$ cat config.mk
export PLATFORM = sky130hd
export DESIGN_NAME = two_rotor_reflector_cipher_flat
export DESIGN_NICKNAME = d
export VERILOG_FILES = /design/src/design/trrc_pkg.sv /design/src/design/trrc_if.sv /design/src/design/two_rotor_reflector_cipher.sv /design/src/flat_wrapper.sv
export SDC_FILE = /design/constraint.sdc
export NUM_CORES = 2
export LEC_CHECK = 0
export BUFFER_PORTS_ARGS = -buffer_cell sky130_fd_sc_hd__buf_2
export CAP_MARGIN = 5
export CORE_MARGIN = 3
export CORE_UTILIZATION = 39
export CTS_CLUSTER_SIZE = 8
export DETAILED_ROUTE_END_ITERATION = 10
export PLACE_DENSITY_LB_ADDON = 0.12
export RECOVER_POWER = 50
export SYNTH_ARGS = -nofsm -noshare
export SYNTH_HDL_FRONTEND = slang
export SYNTH_SLANG_ARGS = --single-unit
$ cat constraint.sdc
create_clock -name clk -period 6.9 [get_ports clk]
set_input_delay 0.345 -clock clk [delete_from_list [all_inputs] [get_ports clk]]
set_output_delay 0.345 -clock clk [all_outputs]
set_load 0.1 [all_outputs]
$ cat src/design/trrc_pkg.sv
`timescale 1ns / 1ps
`default_nettype none
// ----------------------------------------------------------------------------
// trrc_pkg
// Shared types and constants of the two-rotor reflector cipher.
// ----------------------------------------------------------------------------
package trrc_pkg;
	localparam int ROTOR_ENTRIES = 64;
	localparam int SYM_W = 6;
	localparam int ROW_LEN = 8;

	typedef logic [SYM_W-1:0] sym_t;

	typedef enum logic [1:0] {
		ACT_LOAD_A = 2'd0,
		ACT_LOAD_B = 2'd1,
		ACT_ENCRYPT = 2'd2,
		ACT_NONE = 2'd3
	} action_t;

	typedef enum logic [2:0] {
		ST_IDLE,
		ST_READ_A,
		ST_READ_B,
		ST_SCAN_B,
		ST_SCAN_A,
		ST_UPDATE,
		ST_OUT
	} state_t;

	// Column source for each permute pattern.
	function automatic logic [2:0] col_src(input logic [2:0] pat, input logic [2:0] c);
		logic [2:0] s;
		s = c;
		case (pat)
			3'd0: s = c;
			3'd1: s = c ^ 3'd1;
			3'd2: s = c ^ 3'd2;
			3'd3: begin
				case (c)
					3'd1: s = 3'd4;
					3'd2: s = 3'd5;
					3'd3: s = 3'd6;
					3'd4: s = 3'd1;
					3'd5: s = 3'd2;
					3'd6: s = 3'd3;
					default: s = c;
				endcase
			end
			3'd4: s = c ^ 3'd4;
			3'd5: begin
				case (c)
					3'd0: s = 3'd5;
					3'd1: s = 3'd6;
					3'd2: s = 3'd7;
					3'd5: s = 3'd0;
					3'd6: s = 3'd1;
					3'd7: s = 3'd2;
					default: s = c;
				endcase
			end
			3'd6: begin
				case (c)
					3'd0: s = 3'd6;
					3'd1: s = 3'd7;
					3'd2: s = 3'd3;
					3'd3: s = 3'd2;
					3'd4: s = 3'd5;
					3'd5: s = 3'd4;
					3'd6: s = 3'd0;
					default: s = 3'd1;
				endcase
			end
			default: s = ~c;
		endcase
		return s;
	endfunction
endpackage
`default_nettype wire

$ cat src/design/trrc_if.sv
`timescale 1ns / 1ps
`default_nettype none
// ----------------------------------------------------------------------------
// trrc_in_if / trrc_out_if
// Valid/ready channels for requests and cipher results.
// ----------------------------------------------------------------------------
interface trrc_in_if;
	import trrc_pkg::*;
	logic valid;
	logic ready;
	logic [1:0] action;
	sym_t entry_index;
	sym_t entry_value;
	sym_t symbol;
	modport source (output valid, action, entry_index, entry_value, symbol, input ready);
	modport sink (input valid, action, entry_index, entry_value, symbol, output ready);
endinterface

interface trrc_out_if;
	import trrc_pkg::*;
	logic valid;
	logic ready;
	sym_t cipher_symbol;
	modport source (output valid, cipher_symbol, input ready);
	modport sink (input valid, cipher_symbol, output ready);
endinterface
`default_nettype wire

$ cat src/design/two_rotor_reflector_cipher.sv
`timescale 1ns / 1ps
`default_nettype none
// ----------------------------------------------------------------------------
// two_rotor_reflector_cipher
// Loads are written into the live bank as they are accepted. An encrypt reads
// A then B, scans B and then A for the inverse lookups, then rewrites both
// rotors into the idle bank; the next request is taken once the result is
// registered. A waiting result holds only the next encrypt at its last step.
// Reset clears control only; rotor contents are undefined.
// ----------------------------------------------------------------------------
module two_rotor_reflector_cipher import trrc_pkg::*; (
	input wire clk,
	input wire arst_n,
	trrc_in_if.sink in_ch,
	trrc_out_if.source out_ch
);
	state_t state_q, state_d;
	logic [5:0] mem_a [ROTOR_ENTRIES];
	logic [5:0] mem_b [ROTOR_ENTRIES];
	sym_t rd_a_q, rd_b_q;
	sym_t ra_addr, rb_addr;
	logic ra_en, rb_en;
	logic [6:0] cnt_q;
	logic scan_v_q;
	sym_t scan_idx_q;
	sym_t sym_q, a_q, b_q, j_q, k_q, out_q;
	logic out_v_q;
	// Updated rotors go to the idle bank; the banks swap after each encrypt.
	logic [5:0] mem_a2 [ROTOR_ENTRIES];
	logic [5:0] mem_b2 [ROTOR_ENTRIES];
	logic bank_q;
	sym_t rd_a2_q, rd_b2_q;
	sym_t a_cur, b_cur;
	sym_t wr_addr_a_q, wr_addr_b_q;

	wire acc_in = in_ch.valid && in_ch.ready;
	wire ld_a = acc_in && in_ch.action == ACT_LOAD_A;
	wire ld_b = acc_in && in_ch.action == ACT_LOAD_B;
	wire upd_wr = state_q == ST_UPDATE && scan_v_q;
	wire res_go = state_q == ST_OUT && !out_v_q;

	assign in_ch.ready = state_q == ST_IDLE;
	assign out_ch.valid = out_v_q;
	assign out_ch.cipher_symbol = out_q;

	// read data from the live bank
	assign a_cur = bank_q ? rd_a2_q : rd_a_q;
	assign b_cur = bank_q ? rd_b2_q : rd_b_q;

	always_comb begin
		ra_addr = sym_q;
		rb_addr = a_cur;
		case (state_q)
			ST_READ_A: ra_addr = sym_q;
			ST_SCAN_B: rb_addr = cnt_q[5:0];
			ST_SCAN_A: ra_addr = cnt_q[5:0];
			ST_UPDATE: begin
				ra_addr = cnt_q[5:0] - {4'd0, a_q[1:0]};
				rb_addr = {cnt_q[5:3], col_src(b_q[2:0], cnt_q[2:0])};
			end
			default: begin
				ra_addr = sym_q;
				rb_addr = a_cur;
			end
		endcase
	end

	always_ff @(posedge clk) begin
		rd_a_q <= mem_a[ra_addr];
		rd_a2_q <= mem_a2[ra_addr];
		rd_b_q <= mem_b[rb_addr];
		rd_b2_q <= mem_b2[rb_addr];
		wr_addr_a_q <= ra_addr + {4'd0, a_q[1:0]};
		wr_addr_b_q <= cnt_q[5:0];
		if ((ld_a && !bank_q) || (upd_wr && bank_q))
			mem_a[ld_a ? in_ch.entry_index : wr_addr_a_q] <= ld_a ? in_ch.entry_value : a_cur;
		if ((ld_a && bank_q) || (upd_wr && !bank_q))
			mem_a2[ld_a ? in_ch.entry_index : wr_addr_a_q] <= ld_a ? in_ch.entry_value : a_cur;
		if ((ld_b && !bank_q) || (upd_wr && bank_q))
			mem_b[ld_b ? in_ch.entry_index : wr_addr_b_q] <= ld_b ? in_ch.entry_value : b_cur;
		if ((ld_b && bank_q) || (upd_wr && !bank_q))
			mem_b2[ld_b ? in_ch.entry_index : wr_addr_b_q] <= ld_b ? in_ch.entry_value : b_cur;
	end

	always_comb begin
		state_d = state_q;
		case (state_q)
			ST_IDLE: if (acc_in && in_ch.action == ACT_ENCRYPT) state_d = ST_READ_A;
			ST_READ_A: state_d = ST_READ_B;
			ST_READ_B: state_d = ST_SCAN_B;
			ST_SCAN_B: if (cnt_q == 7'd64) state_d = ST_SCAN_A;
			ST_SCAN_A: if (cnt_q == 7'd64) state_d = ST_UPDATE;
			ST_UPDATE: if (cnt_q == 7'd64) state_d = ST_OUT;
			ST_OUT: if (!out_v_q) state_d = ST_IDLE;
			default: state_d = ST_IDLE;
		endcase
	end

	always_ff @(posedge clk or negedge arst_n) begin
		if (!arst_n) begin
			state_q <= ST_IDLE;
			out_v_q <= 1'b0;
			bank_q <= 1'b0;
			cnt_q <= '0;
			scan_v_q <= 1'b0;
		end else begin
			state_q <= state_d;
			if (out_v_q && out_ch.ready) out_v_q <= 1'b0;
			if (res_go) begin
				out_v_q <= 1'b1;
				bank_q <= ~bank_q;
			end
			scan_v_q <= (state_q == ST_SCAN_B || state_q == ST_SCAN_A ||
				state_q == ST_UPDATE) && cnt_q != 7'd64;
			if (state_d != state_q) cnt_q <= '0;
			else if (cnt_q != 7'd64) cnt_q <= cnt_q + 7'd1;
		end
	end

	always_ff @(posedge clk) begin
		scan_idx_q <= cnt_q[5:0];
		if (acc_in) sym_q <= in_ch.symbol;
		if (state_q == ST_READ_B) a_q <= a_cur;
		if (state_q == ST_SCAN_B && cnt_q == 7'd0) begin
			b_q <= b_cur;
			j_q <= '0;
			k_q <= '0;
		end
		if (state_q == ST_SCAN_B && scan_v_q && b_cur == ~b_q) j_q <= scan_idx_q;
		if (state_q == ST_SCAN_A && scan_v_q && a_cur == j_q) k_q <= scan_idx_q;
		if (res_go) out_q <= k_q;
	end

	// output only changes when loaded
	a_out_hold: assert property (@(posedge clk) disable iff (!arst_n)
		out_ch.valid && !out_ch.ready |=> out_ch.valid && $stable(out_ch.cipher_symbol))
		else $error("result dropped");
	a_no_accept_busy: assert property (@(posedge clk) disable iff (!arst_n)
		state_q != ST_IDLE |-> !in_ch.ready)
		else $error("accepted while busy");
	a_bank_flip: assert property (@(posedge clk) disable iff (!arst_n)
		state_q == ST_OUT && !out_v_q |=> bank_q != $past(bank_q))
		else $error("bank not swapped");
endmodule
`default_nettype wire

$ cat src/flat_wrapper.sv
// flat-port wrapper written by rule: the top's interface ports become plain ports
module two_rotor_reflector_cipher_flat import trrc_pkg::*;
  (clk, arst_n, in_ch_valid, in_ch_action, in_ch_entry_index, in_ch_entry_value, in_ch_symbol, in_ch_ready, out_ch_valid, out_ch_cipher_symbol, out_ch_ready);
  trrc_in_if in_ch_i ();
  trrc_out_if out_ch_i ();
  input wire clk;
  input wire arst_n;
  input wire logic [$bits(in_ch_i.valid)-1:0] in_ch_valid;
  input wire logic [$bits(in_ch_i.action)-1:0] in_ch_action;
  input wire logic [$bits(in_ch_i.entry_index)-1:0] in_ch_entry_index;
  input wire logic [$bits(in_ch_i.entry_value)-1:0] in_ch_entry_value;
  input wire logic [$bits(in_ch_i.symbol)-1:0] in_ch_symbol;
  output wire logic [$bits(in_ch_i.ready)-1:0] in_ch_ready;
  output wire logic [$bits(out_ch_i.valid)-1:0] out_ch_valid;
  output wire logic [$bits(out_ch_i.cipher_symbol)-1:0] out_ch_cipher_symbol;
  input wire logic [$bits(out_ch_i.ready)-1:0] out_ch_ready;
  assign in_ch_i.valid = in_ch_valid;
  assign in_ch_i.action = in_ch_action;
  assign in_ch_i.entry_index = in_ch_entry_index;
  assign in_ch_i.entry_value = in_ch_entry_value;
  assign in_ch_i.symbol = in_ch_symbol;
  assign in_ch_ready = in_ch_i.ready;
  assign out_ch_valid = out_ch_i.valid;
  assign out_ch_cipher_symbol = out_ch_i.cipher_symbol;
  assign out_ch_i.ready = out_ch_ready;
  two_rotor_reflector_cipher u_core (.clk(clk), .arst_n(arst_n), .in_ch(in_ch_i), .out_ch(out_ch_i));
endmodule
# [Yosys cells after proc, flatten, opt, wreduce, memory -nomap -nowiden]
# Memory sizes are Yosys's and may differ from the RTL's. A register that Yosys moved wholly into a read port is not among the register bits.
# Index checks and enable logic that the tools add are counted.
[totals] ff_bits=57 ramBits=1536 input_bits=24 output_inout_bits=8 wordCells=121 mem_count=4
[mem_list] memory="u_core.mem_a" words=64 width=6 read_ports=1 rd_clocked_by_memory_dff=1 write_ports=1 line_no="two_rotor_reflector_cipher.sv:18" text="logic [5:0] mem_a [ROTOR_ENTRIES];"
[mem_list] memory="u_core.mem_a2" words=64 width=6 read_ports=1 rd_clocked_by_memory_dff=1 write_ports=1 line_no="two_rotor_reflector_cipher.sv:29" text="logic [5:0] mem_a2 [ROTOR_ENTRIES];"
[mem_list] memory="u_core.mem_b" words=64 width=6 read_ports=1 rd_clocked_by_memory_dff=1 write_ports=1 line_no="two_rotor_reflector_cipher.sv:19" text="logic [5:0] mem_b [ROTOR_ENTRIES];"
[mem_list] memory="u_core.mem_b2" words=64 width=6 read_ports=1 rd_clocked_by_memory_dff=1 write_ports=1 line_no="two_rotor_reflector_cipher.sv:30" text="logic [5:0] mem_b2 [ROTOR_ENTRIES];"
[classes] n_addsub=3 eq_ne=26 muxes=33 bitwise=6 reduce_logical=36
[ops] cell="$pmux 3 s7" n=3
[ops] cell="$mux 6" n=9
[ops] cell="$pmux 3 s6" n=2
[ops] cell="$eq 3x3->1 const B" n=10
[ops] cell="$pmux 6 s2" n=2
[ops] cell="$logic_and 1x1->1" n=19
[ops] cell="$eq 3x2->1 const B" n=6
[ops] cell="$mux 3" n=5
[ops] cell="$mux 7" n=2
[ops] cell="$eq 6x6->1" n=2
[ops] cell="$mux 1" n=10
[ops] cell="$eq 3x1->1 const B" n=3
[ops] cell="$logic_not 3->1" n=3
[ops] cell="$reduce_bool 2->1" n=4
[ops] cell="$add 7x1->7 const B" n=1
[ops] cell="$eq 7x7->1 const B" n=1
[ops] cell="$logic_not 7->1" n=1
[ops] cell="$ne 7x7->1 const B" n=1
[ops] cell="$add 6x2->6" n=1
[ops] cell="$logic_or 1x1->1" n=6
[ops] cell="$not 6->6" n=1
[ops] cell="$sub 6x2->6" n=1
[ops] cell="$not 1->1" n=4
[ops] cell="$ne 3x3->1" n=1
[ops] cell="5 further kinds" n=6

# [Logic depth before layout (Yosys ltp)]
[logic_depth] ltp_word=7 mapped_depth=17 mapped_depth_nobuf=11

# [Least setup slack after synthesis]
# No wires, ideal clock.
[synth_timing] path_kind="reg-to-reg" startpoint="register u_core.state_q[2]" endpoint="memory u_core.mem_a2[0][2] (data pin)" setup_time_ns=0.892 t_arrival_ns=7.530 required_ns=6.008 setup_slack_ns=-1.522 path_stages_with_launch=9 n_path_buf=4 synth_period_minus_slack_ns=8.422 path_cell_list="dfrtp_1 -> buf_2 -> nor3_1 -> nand2_1 -> or3_1 -> clkbuf_1 -> clkbuf_1 -> clkbuf_1 -> a21oi_1"
[synth_via] elab_chain_len=4
[synth_rtl] item="start: declaration" line_no="two_rotor_reflector_cipher.sv:17" text="state_t state_q, state_d;"
[synth_rtl] item="start signal: assignment" line_no="two_rotor_reflector_cipher.sv:107" text="state_q <= state_d;"
[synth_rtl] item="$logic_not 3->1" line_no="two_rotor_reflector_cipher.sv:42" text="assign in_ch.ready = state_q == ST_IDLE;"
[synth_rtl] item="named net in_ch_ready" line_no="flat_wrapper.sv:13" text="output wire logic [$bits(in_ch_i.ready)-1:0] in_ch_ready;"
[synth_rtl] item="$logic_and 1x1->1" line_no="two_rotor_reflector_cipher.sv:36" text="wire acc_in = in_ch.valid && in_ch.ready;"
[synth_rtl] item="$logic_and 1x1->1" line_no="two_rotor_reflector_cipher.sv:37" text="wire ld_a = acc_in && in_ch.action == ACT_LOAD_A;"
[synth_rtl] item="$mux 6" line_no="two_rotor_reflector_cipher.sv:78" text="mem_a2[ld_a ? in_ch.entry_index : wr_addr_a_q] <= ld_a ? in_ch.entry_value : a_cur;"
[synth_rtl] item="end: declaration" line_no="two_rotor_reflector_cipher.sv:29"
# The timed path passes the listed nets, and every way through them passes these cells.

# [Final worst setup path]
[layout_timing] startpoint="register u_core.state_q[0]" endpoint="memory u_core.mem_b2[12][2] (data pin)"
[layout_via] elab_chain_len=4
[layout_rtl] item="$logic_not 3->1" line_no="two_rotor_reflector_cipher.sv:42"
[layout_rtl] item="$logic_and 1x1->1" line_no="two_rotor_reflector_cipher.sv:36"
[layout_rtl] item="$logic_and 1x1->1" line_no="two_rotor_reflector_cipher.sv:38" text="wire ld_b = acc_in && in_ch.action == ACT_LOAD_B;"
[layout_rtl] item="$mux 6" line_no="two_rotor_reflector_cipher.sv:82" text="mem_b2[ld_b ? in_ch.entry_index : wr_addr_b_q] <= ld_b ? in_ch.entry_value : b_cur;"
[layout_rtl] item="end: declaration" line_no="two_rotor_reflector_cipher.sv:30"
# No other way between the ends.

==> impl_metrics.csv <==
group,metric,value,unit
synthesis,synth_seq_area_share,0.738,
clocking,tritoncts,"yes",
die,num_rows,149,
finish,final_util,0.447,
synthesis,syn_nets,3801,
global_route,antenna_found_initial,12,
synthesis,syn_area,0.0652,mm2
timing,slew_violations,775,
clocking,clock_path_buffers,3,
timing,finalClockSkew,36.0,ps
timing,fin_crit_sh,0.835,
synthesis,ys.flop_type,"edfxtp_1",
global_route,grt_util_all_layers,0.197,
die,die_h,415,um
timing,grt_setup_unrepaired,"false",
timing,setup_tns,0,ps
detailed_routing,vias_per_cell,5.54,
detailed_routing,dr_wl_met2,86.6,mm
timing,min_period,5760,ps
power,leakagePower,0.0233,uW
placement,io_buffers,31,
detailed_routing,wirelength,171,mm
detailed_routing,top_layer_used,"met5",
clocking,cts_root_buffer,"clkbuf_16",
synthesis,synth.avg_cell_area,17.3,um2
critical_path,cp-start-kind,"flop",
synthesis,yosysWarnings,0,
clocking,insertion_delay,830,ps
detailed_routing,wl_per_cell,27.8,um
detailed_routing,drtIter0Drc,2767,
die,dieArea,0.172,mm2
clocking,cts_resized,0,
critical_path,reg2reg_depth,7,
finish,nets,3924,
critical_path,end_kind,"flop",
timing,finalSetupViolCount,0,
detailed_routing,m1WireLength,72.3,mm
power,ir_worst_vdd,0.000249,V
critical_path,arrival,6290,ps
synthesis,synth_edf_count,1568,
synthesis,synth-seq-cells,1617,
status,outcome,"finished with violations",
clocking,cts_max_level,4,
clocking,cts_buffers,220,
synthesis,ys_types,73,
die,io_pins,32,
die,die_x,415,um
finish,final_cell_mix,"edfxtp_1 (1568), nand2_1 (319), mux2i_1 (318), nor2_1 (302), clkbuf_16 (221)",
placement,dp_hpwl,105,mm
timing,hold_viol,0,
finish,drive_above_1_share,0.167,
die,core_region_area,0.166,mm2
timing,slew_headroom,-1.07,
synthesis,synth_async_sr_flop_share,0.00804,
critical_path,crit_type,"flop to flop",
global_route,grt_pass1_wl,248,mm
clocking,cts_sinks,1617,
status,violations,"capacitance limit, slew limit",
critical_path,worstPathMaxFanout,85,
global_route,grt_max_degree,109,
worst_hold_path,hold_class,"input pin to flop",
global_route,grt.overflow.total,0,
detailed_routing,drc_errors,0,
run,cap_violations,14,
detailed_routing,num_vias,34000,
power,powerDensity,275,mW/mm2
clocking,hold_buffers,8,
critical_path,crit_required,7430,ps
timing,max_freq,174,MHz
global_route,grt_pass1_vias,35000,
detailed_routing,ant_nets,0,
detailed_routing,met3_length,7.86,mm
die,initial_utilization,0.394,
finish,synthToLayoutAreaGrowth,13.3,%
finish,final_common_cell,"edfxtp_1",
worst_hold_path,holdPathStages,4,
synthesis,synth_cells,3765,
timing,worst_slew_pin_slew,3110,ps
clocking,clkSlewWorstSetupHoldPaths,60,ps
detailed_routing,firstDrtPassIters,8,
placement,routabilityCongestion,0.809,
clocking,cts_setup_buffers,0,
==> layer usage <==
metal  up-vias  global-route usage
met3       278              0.0330
met4         2              0.0583
li1      15100                   -
met5         -                   0
met2       877               0.334
met1     17700               0.260
==> power breakdown <==
| part | switching [uW] | internal [uW] | total [uW] |
|---|---|---|---|
| combinational | 13.4 | 8.13 | 21.5 |
| sequential | 0.0000000000000236 | 10600 | 10600 |
| clock | 3920 | 5760 | 9680 |
| total | 3930 | 16400 | 20300 |
==> flip-flops by register name (all words and copies together) (netlist names) <==
register                     flops
u_core.rd_a2_q                   6
u_core.j_q                       6
u_core.rd_a_q                    6
u_core.b_q                       6
u_core.a_q                       2
u_core.wr_addr_a_q               6
u_core.wr_addr_b_q               6
u_core.mem_a2                  384
u_core.out_ch.cipher_symbol      6
u_core.bank_q                    1
u_core.scan_v_q                  1
u_core.k_q                       6
u_core.cnt_q                     7
u_core.sym_q                     6
u_core.state_q                   3
u_core.rd_b2_q                   6
u_core.mem_b                   384
u_core.mem_a                   384
u_core.out_ch.valid              1
u_core.rd_b_q                    6
u_core.mem_b2                  384
==> worst paths after layout <==
check                                        from                              to  slack (ps)
max in group asynchronous                  arst_n                 u_core.scan_v_q        6130
worst max register to register  u_core.state_q[0]            u_core.mem_b2[12][2]        1140
worst min register to register      u_core.k_q[1]  u_core.out_ch.cipher_symbol[1]         420
min in group asynchronous                  arst_n               u_core.state_q[2]         240
worst min-delay path              in_ch_action[1]               u_core.state_q[0]          50
worst max-delay path            u_core.state_q[0]            u_core.mem_b2[12][2]        1140
==> stage by stage <==
stage / instance area [um2] / worst slack [ps] / cells / power, uW / hold WS (ps)
2_1_floorplan: 65200 / -1520 / 3765 / 10800 / 49.4
3_3_place_gp: 68000 / 1520 / 5847 / 10800 / 275
3_5_place_dp: 68000 / 1400 / 5847 / 10800 / 276
4_1_cts: 74000 / 1380 / 6147 / 20500 / 3.07
5_1_grt: 73900 / 668 / 6149 / 20900 / 12.6
6_report: 73900 / 1140 / 6149 / 20300 / 52.1
==> Yosys cell counts (15+ instances only) <==
cell type,number,share of area
mux2_2,137,0.024
o221ai_1,38,0.0051
nor2_1,307,0.018
o21ai_1,21,0.0016
a41oi_1,24,0.0032
o31ai_1,15,0.0017
mux4_2,192,0.066
o21ai_0,41,0.0031
nand3_1,94,0.0072
mux2_1,28,0.0048
a221oi_1,21,0.0028
clkbuf_1,96,0.0055
inv_1,18,0.0010
a31oi_1,64,0.0061
and3_1,38,0.0036
nand2_1,319,0.018
nand4_1,20,0.0019
edfxtp_1,1568,0.72
xnor2_1,16,0.0021
a21oi_1,18,0.0014
mux2i_1,318,0.049
buf_2,69,0.0053
dfxtp_1,36,0.011
==> worst max-delay path: stages, from the launching register on <==
cell      delay (ps)
dfrtp_1          480
clkbuf_1         370
nor3_1           370
nand2_1          190
nor2_1           170
nand2_1          560
mux2_1          2530
buf_4            720
==> cell families (layout without fill, tap and decap cells) <==
kind of cell,after synthesis,count (layout),share of synthesized area
flops,1617,1617,0.738
simple gates,862,862,0.0575
mux,676,676,0.144
compound gates,346,346,0.0380
buf+inv,224,417,0.0166
xor+xnor,28,28,0.00376
fa+ha+maj,12,12,0.00253
other cells,0,2,0
==> layout make-up <==
type | instances | area, um2
Antenna cell | 2 | 5.00
Clock buffer | 279 | 5760
Clock inverter | 13 | 214
Fill cell | 14500 | 91600
Inverter | 18 | 67.6
Multi-Input combinational cell | 1924 | 16200
Sequential cell | 1617 | 48100
Tap cell | 2189 | 2740
Timing Repair Buffer | 107 | 820
No activity file was read; power rests on OpenSTA's default activity.
